===== config.mk =====
export PLATFORM = sky130hd
export DESIGN_NAME = gregorian_date_add_days_flat
export DESIGN_NICKNAME = d
export VERILOG_FILES = /design/src/rtl/gdad_pkg.sv /design/src/rtl/gdad_if.sv /design/src/rtl/gdad_month_len.sv /design/src/rtl/gregorian_date_add_days.sv /design/src/flat_wrapper.sv
export VERILOG_INCLUDE_DIRS = /design/src /design/src/rtl
export SDC_FILE = /design/constraint.sdc
export NUM_CORES = 1
export LEC_CHECK = 0
export BUFFER_PORTS_ARGS = -buffer_cell sky130_fd_sc_hd__buf_2
export CAP_MARGIN = 10
export CORE_ASPECT_RATIO = 2
export CORE_UTILIZATION = 62
export DETAILED_ROUTE_END_ITERATION = 10
export GPL_TIMING_DRIVEN = 0
export PLACE_DENSITY = 0.82
export SLEW_MARGIN = 20
export SYNTH_ARGS = -nofsm -noshare
export SYNTH_HDL_FRONTEND = slang
export SYNTH_HIERARCHICAL = 1
export SYNTH_SLANG_ARGS = --single-unit
export TNS_END_PERCENT = 20

===== constraint.sdc =====
create_clock -name i_clk -period 5.4 [get_ports i_clk]
set_input_delay 0.27 -clock i_clk [delete_from_list [all_inputs] [get_ports i_clk]]
set_output_delay 0.27 -clock i_clk [all_outputs]
set_load 0.005 [all_outputs]

===== src/rtl/gregorian_date_add_days_assert.svh =====
// assertion macros for the date adder checks
// no dependencies; taken in by the top level with an include
`ifndef GREGORIAN_DATE_ADD_DAYS_ASSERT_SVH
`define GREGORIAN_DATE_ADD_DAYS_ASSERT_SVH

`ifndef SYNTHESIS

// same-cycle implication under reset
`define GDAD_ASSERT_IMP(lbl, clk, rst_n, ante, cons, msg) \
    lbl: assert property (@(posedge clk) disable iff (!(rst_n)) (ante) |-> (cons)) \
        else $error(msg);

// next-cycle implication under reset
`define GDAD_ASSERT_NXT(lbl, clk, rst_n, ante, cons, msg) \
    lbl: assert property (@(posedge clk) disable iff (!(rst_n)) (ante) |=> (cons)) \
        else $error(msg);

`else

`define GDAD_ASSERT_IMP(lbl, clk, rst_n, ante, cons, msg)

`define GDAD_ASSERT_NXT(lbl, clk, rst_n, ante, cons, msg)

`endif

`endif


===== src/rtl/gdad_pkg.sv =====
// shared types and constants for the gregorian date adder
// no dependencies
package gdad_pkg;

    localparam int DayW        = 5;
    localparam int MonthW      = 4;
    localparam int YearW       = 14;
    localparam int StatusW     = 2;
    localparam int AddFieldW   = 16;
    localparam int AddWidthDef = 16;
    localparam int CentW       = 7;

    // reciprocal of 100: floor(y * 5243 / 2^19) is exact for any 14-bit year
    localparam int RecipW     = 13;
    localparam int RecipShift = 19;
    localparam int ProdW      = YearW + RecipW;
    localparam int QuotW      = ProdW - RecipShift;
    localparam logic [RecipW-1:0] RecipMul = 13'd5243;

    localparam logic [YearW-1:0]  MaxYear     = 14'd9999;
    localparam logic [YearW-1:0]  MinYearExcl = 14'd1600;
    localparam logic [YearW-1:0]  CenturyLen  = 14'd100;
    localparam logic [CentW-1:0]  CentLast    = 7'd99;
    localparam logic [MonthW-1:0] MonthJan    = 4'd1;
    localparam logic [MonthW-1:0] MonthFeb    = 4'd2;
    localparam logic [MonthW-1:0] MonthDec    = 4'd12;
    localparam logic [DayW-1:0]   DayLast     = 5'd31;
    localparam logic [DayW-1:0]   LeapFebLen  = 5'd29;

    // standard month lengths, january first
    localparam logic [DayW-1:0] MonthDays [12] = '{
        5'd31, 5'd28, 5'd31, 5'd30, 5'd31, 5'd30,
        5'd31, 5'd31, 5'd30, 5'd31, 5'd30, 5'd31
    };

    typedef struct packed {
        logic div4;
        logic cent;
        logic div400;
    } t_leap;

    typedef enum logic [1:0] {
        ST_OK       = 2'd0,
        ST_INVALID  = 2'd1,
        ST_OVERFLOW = 2'd2
    } t_status;

    typedef enum logic [1:0] {
        S_IDLE,
        S_REM,
        S_CHECK,
        S_LOOP
    } t_state;

endpackage


===== src/rtl/gdad_if.sv =====
// valid/ready channels for the date adder: start date in, result date out
// depends on gdad_pkg for field widths
interface gdad_in_if;
    logic                           valid;
    logic                           ready;
    logic [gdad_pkg::DayW-1:0]      start_day;
    logic [gdad_pkg::MonthW-1:0]    start_month;
    logic [gdad_pkg::YearW-1:0]     start_year;
    logic [gdad_pkg::AddFieldW-1:0] days_to_add;

    modport source (output valid, start_day, start_month, start_year, days_to_add,
                    input ready);
    modport sink   (input valid, start_day, start_month, start_year, days_to_add,
                    output ready);
endinterface

interface gdad_out_if;
    logic                         valid;
    logic                         ready;
    logic [gdad_pkg::DayW-1:0]    result_day;
    logic [gdad_pkg::MonthW-1:0]  result_month;
    logic [gdad_pkg::YearW-1:0]   result_year;
    logic [gdad_pkg::StatusW-1:0] status;

    modport source (output valid, result_day, result_month, result_year, status,
                    input ready);
    modport sink   (input valid, result_day, result_month, result_year, status,
                    output ready);
endinterface


===== src/rtl/gdad_month_len.sv =====
// month length lookup with the gregorian leap rule
// depends on gdad_pkg (month table, leap flags)
module gdad_month_len (
    input  logic [gdad_pkg::MonthW-1:0] i_month,
    input  gdad_pkg::t_leap             i_leap,
    output logic [gdad_pkg::DayW-1:0]   o_len
);

    logic w_leap;

    // leap: divisible by 4 and not by 100, or divisible by 400
    assign w_leap = (i_leap.div4 && !i_leap.cent) || i_leap.div400;

    // out-of-range months have length zero
    always_comb begin
        if (i_month == '0 || i_month > gdad_pkg::MonthDec) begin
            o_len = '0;
        end else if (i_month == gdad_pkg::MonthFeb && w_leap) begin
            o_len = gdad_pkg::LeapFebLen;
        end else begin
            o_len = gdad_pkg::MonthDays[i_month - gdad_pkg::MonthJan];
        end
    end

endmodule


===== src/rtl/gregorian_date_add_days.sv =====
// gregorian date adder top level: sequencer around one subtract/compare unit
// depends on gdad_pkg, gdad_if, gdad_month_len and the assertion header
//
//  channel | dir | payload                                          | transfer
//  i_in    | in  | start_day, start_month, start_year, days_to_add  | valid && ready
//  o_out   | out | result_day, result_month, result_year, status    | valid && ready
//
// an item is accepted in S_IDLE, split into year mod 100 and century mod 4 in S_REM,
// checked and given its day count in S_CHECK, then walked one month at a time in S_LOOP
// through the single subtract/compare unit until the date settles or the year overflows
// i_in.ready is high only while the sequencer is idle; a finished result waits
// in the output register and the next item may be taken meanwhile
// synchronous active-low reset clears the sequencer and the output valid
`include "gregorian_date_add_days_assert.svh"

module gregorian_date_add_days #(
    parameter int ADD_WIDTH = gdad_pkg::AddWidthDef
) (
    input  logic       i_clk,
    input  logic       i_rst_n,
    gdad_in_if.sink    i_in,
    gdad_out_if.source o_out
);

    localparam int DW   = ADD_WIDTH + 1;
    localparam int ExtW = (ADD_WIDTH > gdad_pkg::AddFieldW) ? ADD_WIDTH : gdad_pkg::AddFieldW;

    gdad_pkg::t_state r_state, n_state;

    logic [DW-1:0]                    r_day, n_day;
    logic [gdad_pkg::MonthW-1:0]      r_month, n_month;
    logic [gdad_pkg::YearW-1:0]       r_year, n_year;
    logic [ADD_WIDTH-1:0]             r_add, n_add;
    logic [gdad_pkg::ProdW-1:0]       r_prod, n_prod;
    logic [gdad_pkg::CentW-1:0]       r_r100, n_r100;
    logic [1:0]                       r_q2, n_q2;

    logic                             r_out_valid, n_out_valid;
    logic [gdad_pkg::DayW-1:0]        r_out_day, n_out_day;
    logic [gdad_pkg::MonthW-1:0]      r_out_month, n_out_month;
    logic [gdad_pkg::YearW-1:0]       r_out_year, n_out_year;
    logic [gdad_pkg::StatusW-1:0]     r_out_status, n_out_status;

    logic [ExtW-1:0]                  w_add_ext;
    logic [ADD_WIDTH-1:0]             w_add;
    logic [gdad_pkg::QuotW-1:0]       w_quot;
    logic [gdad_pkg::YearW-1:0]       w_cent_base;
    gdad_pkg::t_leap                  w_leap;
    logic [gdad_pkg::DayW-1:0]        w_len;
    logic [DW-1:0]                    w_len_ext;
    logic                             w_out_free;

    // only the low ADD_WIDTH bits of the count take part
    assign w_add_ext = ExtW'(i_in.days_to_add);
    assign w_add     = w_add_ext[ADD_WIDTH-1:0];

    // year split: quotient by 100 from the registered reciprocal product
    assign w_quot      = r_prod[gdad_pkg::ProdW-1:gdad_pkg::RecipShift];
    assign w_cent_base = gdad_pkg::YearW'(w_quot) * gdad_pkg::CenturyLen;

    // leap flags of the current year
    assign w_leap.div4   = (r_year[1:0] == 2'b00);
    assign w_leap.cent   = (r_r100 == '0);
    assign w_leap.div400 = (r_r100 == '0) && (r_q2 == 2'b00);

    gdad_month_len u_month_len (
        .i_month (r_month),
        .i_leap  (w_leap),
        .o_len   (w_len)
    );

    assign w_len_ext  = DW'(w_len);
    assign w_out_free = !r_out_valid || o_out.ready;

    // output channel
    assign o_out.valid        = r_out_valid;
    assign o_out.result_day   = r_out_day;
    assign o_out.result_month = r_out_month;
    assign o_out.result_year  = r_out_year;
    assign o_out.status       = r_out_status;

    // sequencer: next state and datapath
    always_comb begin
        n_state      = r_state;
        n_day        = r_day;
        n_month      = r_month;
        n_year       = r_year;
        n_add        = r_add;
        n_prod       = r_prod;
        n_r100       = r_r100;
        n_q2         = r_q2;
        n_out_valid  = r_out_valid && !o_out.ready;
        n_out_day    = r_out_day;
        n_out_month  = r_out_month;
        n_out_year   = r_out_year;
        n_out_status = r_out_status;
        i_in.ready   = 1'b0;

        unique case (r_state)
            gdad_pkg::S_IDLE: begin
                i_in.ready = 1'b1;
                if (i_in.valid) begin
                    n_day   = DW'(i_in.start_day);
                    n_month = i_in.start_month;
                    n_year  = i_in.start_year;
                    n_add   = w_add;
                    n_prod  = gdad_pkg::ProdW'(i_in.start_year)
                            * gdad_pkg::ProdW'(gdad_pkg::RecipMul);
                    n_state = gdad_pkg::S_REM;
                end
            end
            gdad_pkg::S_REM: begin
                // year mod 100 and century mod 4
                n_r100  = gdad_pkg::CentW'(r_year - w_cent_base);
                n_q2    = w_quot[1:0];
                n_state = gdad_pkg::S_CHECK;
            end
            gdad_pkg::S_CHECK: begin
                if (r_day != '0 && r_day <= w_len_ext && r_year > gdad_pkg::MinYearExcl) begin
                    n_day   = r_day + DW'(r_add);
                    n_state = gdad_pkg::S_LOOP;
                end else if (w_out_free) begin
                    // invalid start date is echoed
                    n_out_valid  = 1'b1;
                    n_out_day    = r_day[gdad_pkg::DayW-1:0];
                    n_out_month  = r_month;
                    n_out_year   = r_year;
                    n_out_status = gdad_pkg::ST_INVALID;
                    n_state      = gdad_pkg::S_IDLE;
                end
            end
            gdad_pkg::S_LOOP: begin
                priority if (r_year > gdad_pkg::MaxYear) begin
                    // saturate to the last representable date
                    if (w_out_free) begin
                        n_out_valid  = 1'b1;
                        n_out_day    = gdad_pkg::DayLast;
                        n_out_month  = gdad_pkg::MonthDec;
                        n_out_year   = gdad_pkg::MaxYear;
                        n_out_status = gdad_pkg::ST_OVERFLOW;
                        n_state      = gdad_pkg::S_IDLE;
                    end
                end else if (r_day > w_len_ext) begin
                    // take off one month and advance
                    n_day = r_day - w_len_ext;
                    if (r_month == gdad_pkg::MonthDec) begin
                        n_month = gdad_pkg::MonthJan;
                        n_year  = r_year + 1'b1;
                        if (r_r100 == gdad_pkg::CentLast) begin
                            n_r100 = '0;
                            n_q2   = r_q2 + 1'b1;
                        end else begin
                            n_r100 = r_r100 + 1'b1;
                        end
                    end else begin
                        n_month = r_month + 1'b1;
                    end
                end else begin
                    // date settled, hand it over once the output is free
                    if (w_out_free) begin
                        n_out_valid  = 1'b1;
                        n_out_day    = r_day[gdad_pkg::DayW-1:0];
                        n_out_month  = r_month;
                        n_out_year   = r_year;
                        n_out_status = gdad_pkg::ST_OK;
                        n_state      = gdad_pkg::S_IDLE;
                    end
                end
            end
            default: begin
                n_state = gdad_pkg::S_IDLE;
            end
        endcase
    end

    // control registers
    always_ff @(posedge i_clk) begin
        if (!i_rst_n) begin
            r_state     <= gdad_pkg::S_IDLE;
            r_out_valid <= 1'b0;
        end else begin
            r_state     <= n_state;
            r_out_valid <= n_out_valid;
        end
    end

    // datapath and result registers
    always_ff @(posedge i_clk) begin
        r_day        <= n_day;
        r_month      <= n_month;
        r_year       <= n_year;
        r_add        <= n_add;
        r_prod       <= n_prod;
        r_r100       <= n_r100;
        r_q2         <= n_q2;
        r_out_day    <= n_out_day;
        r_out_month  <= n_out_month;
        r_out_year   <= n_out_year;
        r_out_status <= n_out_status;
    end

    // checks
    `GDAD_ASSERT_NXT(a_accept_starts, i_clk, i_rst_n,
        i_in.valid && i_in.ready,
        r_state == gdad_pkg::S_REM,
        "accepted item did not start the year split")
    `GDAD_ASSERT_IMP(a_loop_month, i_clk, i_rst_n,
        r_state == gdad_pkg::S_LOOP,
        r_month >= gdad_pkg::MonthJan && r_month <= gdad_pkg::MonthDec,
        "month out of range in the month loop")
    `GDAD_ASSERT_IMP(a_sat_date, i_clk, i_rst_n,
        r_out_valid && r_out_status == gdad_pkg::ST_OVERFLOW,
        r_out_year == gdad_pkg::MaxYear && r_out_month == gdad_pkg::MonthDec
            && r_out_day == gdad_pkg::DayLast,
        "saturated result is not the last date")
    `GDAD_ASSERT_IMP(a_ok_range, i_clk, i_rst_n,
        r_out_valid && r_out_status == gdad_pkg::ST_OK,
        r_out_day != '0 && r_out_year <= gdad_pkg::MaxYear
            && r_out_year > gdad_pkg::MinYearExcl,
        "ok result outside the valid date range")

endmodule

===== src/flat_wrapper.sv =====
// flat-port wrapper written by rule: the top's interface ports become plain ports
module gregorian_date_add_days_flat 
#(
    parameter int ADD_WIDTH = gdad_pkg::AddWidthDef
)
  (i_clk, i_rst_n, i_in_valid, i_in_start_day, i_in_start_month, i_in_start_year, i_in_days_to_add, i_in_ready, o_out_valid, o_out_result_day, o_out_result_month, o_out_result_year, o_out_status, o_out_ready);
  gdad_in_if i_in_i ();
  gdad_out_if o_out_i ();
  input  logic i_clk;
  input  logic i_rst_n;
  input wire logic [$bits(i_in_i.valid)-1:0] i_in_valid;
  input wire logic [$bits(i_in_i.start_day)-1:0] i_in_start_day;
  input wire logic [$bits(i_in_i.start_month)-1:0] i_in_start_month;
  input wire logic [$bits(i_in_i.start_year)-1:0] i_in_start_year;
  input wire logic [$bits(i_in_i.days_to_add)-1:0] i_in_days_to_add;
  output wire logic [$bits(i_in_i.ready)-1:0] i_in_ready;
  output wire logic [$bits(o_out_i.valid)-1:0] o_out_valid;
  output wire logic [$bits(o_out_i.result_day)-1:0] o_out_result_day;
  output wire logic [$bits(o_out_i.result_month)-1:0] o_out_result_month;
  output wire logic [$bits(o_out_i.result_year)-1:0] o_out_result_year;
  output wire logic [$bits(o_out_i.status)-1:0] o_out_status;
  input wire logic [$bits(o_out_i.ready)-1:0] o_out_ready;
  assign i_in_i.valid = i_in_valid;
  assign i_in_i.start_day = i_in_start_day;
  assign i_in_i.start_month = i_in_start_month;
  assign i_in_i.start_year = i_in_start_year;
  assign i_in_i.days_to_add = i_in_days_to_add;
  assign i_in_ready = i_in_i.ready;
  assign o_out_valid = o_out_i.valid;
  assign o_out_result_day = o_out_i.result_day;
  assign o_out_result_month = o_out_i.result_month;
  assign o_out_result_year = o_out_i.result_year;
  assign o_out_status = o_out_i.status;
  assign o_out_i.ready = o_out_ready;
  gregorian_date_add_days #(.ADD_WIDTH(ADD_WIDTH)) u_core (.i_clk(i_clk), .i_rst_n(i_rst_n), .i_in(i_in_i), .o_out(o_out_i));
endmodule

==> results.tsv <==
metric	value	unit
PD cells	415	nW/µm²
Vias per Instance	6.04	
Slowest-stage cell, CP	fa_1	
synthesized area	8860	µm²
synthesized area per cell	9.80	µm²
starting density of the core	0.638	
CTS buffer count	9	
final RePlAce weighted congestion	0.926	
std cell rows	61	
sequential element share of the synthesized area	0.312	
antenna violations before repair	0	
PostCTS Resize Cnt	0	
Post-Synthesis Cells	904	
gr usage total	0.326	
fmax	0.223	GHz
global-route wire length before repair	35.7	mm
CP Buf/Inv Count	5	
Placed Area	9470	µm²
IO Pins	70	
worst-margin pin slew	1.06	ns
drt wl/cell	19.5	µm
dominant cell type by area after synthesis	edfxtp_1	
Synth top area share	0.305	
Worst setup EP type	flip-flop	
final hold violations	0	
status	completed	
skew final	0.0120	ns
worst-path fanout max	6	
design area	9770	µm²
top cells by area, synth	edfxtp_1 (30%), ha_1 (17%), fa_1 (15%)	
CP Cell Sequence	buf_2 -> inv_1 -> fa_1 -> inv_1 -> ha_1 -> fa_1 -> inv_1 -> fa_1 -> fa_1 -> inv_1 -> ha_1 -> nor3_1 -> o211ai_1 -> o211ai_1 -> nand3_1 -> a21oi_1 -> xnor2_1	
GRT overflow	0	
maximum clock path buffer count	2	
CTS tree	built	
Clk Tree Root Cell	clkbuf_16	
peak supply drop	0.433	mV
Synth async-reset ratio	0	
total clock sinks	93	
initial drt markers	446	
Setup Crit Path Kind	in -> reg	
WL final	23.0	mm
Req. time, crit path	5.48	ns
vias in the first global route	7599	
Synth warnings	6	
worst min-delay path category	in -> reg	
Top FF cell, synth	edfxtp_1	
Detailed Place HPWL	18.5	mm
setup bufs post-CTS	0	
P&R area growth vs syn	10.3	%
Post-route DRC	0	
number of hold buffers added after cts	0	
vias	7127	
Detail Route Antenna Nets	0	
period utilization	0.832	
Die ar.	14800	µm²
Die H	171	µm
Clk pin slew, worst setup/hold paths	0.07	ns
Synth Register Bits	93	
syn nets	1131	
relative slew slack	0.290	
crit path DAT	4.58	ns
CTS H-tree depth	3	
post-route minimum period	4.49	ns
clk_lat worst skew	0.35	ns
DR pass1 iterations	7	
Final Max Slew Viols	0	
Die W	86.5	µm
distinct cell type count of the synthesized netlist	59	
static leakage	4.47	nW
Final setup viols	0	
largest net degree at the start of global routing	24	
CORE AREA	13900	µm²
proportion of layout cells with a drive suffix above 1	0.102	
CP Launch Type	input port	
RSZ-0062 raised after global routing	no	
Hold Slack	0.0896	ns
crit-path leading delay family	adder cells	
max-cap violation count	0	
port bufs	69	
Nets	1212	
slowest stage delay, CP	0.56	ns
EDFF count, synth	90	
ANT cells	0	
-- final cells by class --
cell class	instances	area [µm²]
inverters	147	552
plain buffers	23	101
repair buffers	70	360
multi-input cells	641	5450
clock inverters	7	81.3
well taps	189	236
flip-flops and latches	93	2760
fillers	1090	4120
clock buffers	9	225
-- power by group --
part           internal, W  switching (W)  leakage [nW]
Clock             0.000365       0.000288         0.141
Combinational     0.000951        0.00133          3.45
Sequential        0.000989       0.000132         0.875
Total              0.00231        0.00175          4.47
-- metal layers --
metal	up-vias	share of wire	GRT usage
li1	3287	-	-
met1	3417	0.30	0.267
met2	300	0.57	0.648
met3	123	0.043	0.0502
met4	0	0.086	0.262
met5	-	0	0
-- cell families (layout without fill, tap and decap cells) --
logic type      Yosys count  count (layout)  synth area share
compound gates          167             167             0.117
fa+ha+maj               184             184             0.315
buf+inv                 170             256            0.0737
mux                       5               5           0.00635
flops                    93              93             0.312
xor+xnor                 51              51            0.0504
simple gates            234             234             0.126
-- metrics by stage --
step	util	power (W)	setup TNS (ns)	setup WS [ns]	cells
2_1_floorplan	-	0.00274	0	0.841	904
3_3_place_gp	0.680	0.00327	-3.66	-0.217	1162
3_5_place_dp	0.681	0.00337	0	0.565	1163
4_1_cts	0.703	0.00405	0	0.908	1179
5_1_grt	0.703	0.00438	0	0.735	1179
6_report	0.703	0.00406	0	0.906	1179
-- cell usage in the layout, fill, tap and decap left out, types with 6 or more instances in the layout --
| cell | Yosys | final |
|---|---|---|
| inv_1 | 145 | 145 |
| ha_1 | 119 | 119 |
| edfxtp_1 | 90 | 90 |
| nand2_1 | 85 | 85 |
| buf_2 | 0 | 69 |
| fa_1 | 65 | 65 |
| o21ai_0 | 52 | 51 |
| nor2_1 | 42 | 42 |
| a21oi_1 | 41 | 40 |
| nand3_1 | 33 | 33 |
| xnor2_1 | 33 | 33 |
| clkbuf_1 | 20 | 20 |
| xor2_1 | 18 | 18 |
| nor3_1 | 14 | 14 |
| a211oi_1 | 11 | 11 |
| a21o_1 | 10 | 10 |
| o211ai_1 | 10 | 10 |
| clkbuf_16 | 0 | 9 |
| and2_1 | 9 | 9 |
| and3_1 | 9 | 9 |
| nand4_1 | 8 | 8 |
| a31oi_1 | 7 | 7 |
| o22ai_1 | 6 | 6 |
-- sequential cells by signal (all words and copies together) (netlist names), 5 cells and up --
name,cells
u_core/o_out.result_day,5
u_core/o_out.result_year,14
u_core/r_add,16
u_core/r_day,17
u_core/r_prod,5
u_core/r_r100,7
u_core/r_year,14
-- synth_stat cells (all sizes together), types with 3 or more instances --
| master | number |
|---|---|
| inv | 145 |
| ha | 119 |
| edfxtp | 90 |
| nand2 | 85 |
| fa | 65 |
| o21ai | 52 |
| nor2 | 42 |
| a21oi | 41 |
| nand3 | 33 |
| xnor2 | 33 |
| clkbuf | 20 |
| xor2 | 18 |
| nor3 | 14 |
| a211oi | 11 |
| and3 | 11 |
| a21o | 10 |
| o211ai | 10 |
| and2 | 9 |
| nand4 | 8 |
| or4 | 8 |
| a31oi | 7 |
| o22ai | 6 |
| nand2b | 5 |
| nor2b | 5 |
| nor4 | 5 |
| or3 | 4 |
| a21boi | 3 |
| buf | 3 |
| dfxtp | 3 |
| mux2i | 3 |
| o211a | 3 |
| o21bai | 3 |
| or2 | 3 |
-- worst paths after layout --
check / startpoint / endpoint / slack, ns / depth (start not counted)
worst min-delay path: i_in_days_to_add[15] / u_core/r_add[15] / 0.09 / 1
worst max register to register: u_core/r_r100[3] / u_core/o_out.result_year[2] / 1.11 / 12
worst max-delay path: i_in_start_year[4] / u_core/r_prod[19] / 0.91 / 17
worst min register to register: u_core/o_out.result_year[9] / u_core/o_out.result_year[9] / 0.61 / 2
No activity file was read; power rests on OpenSTA's default activity.
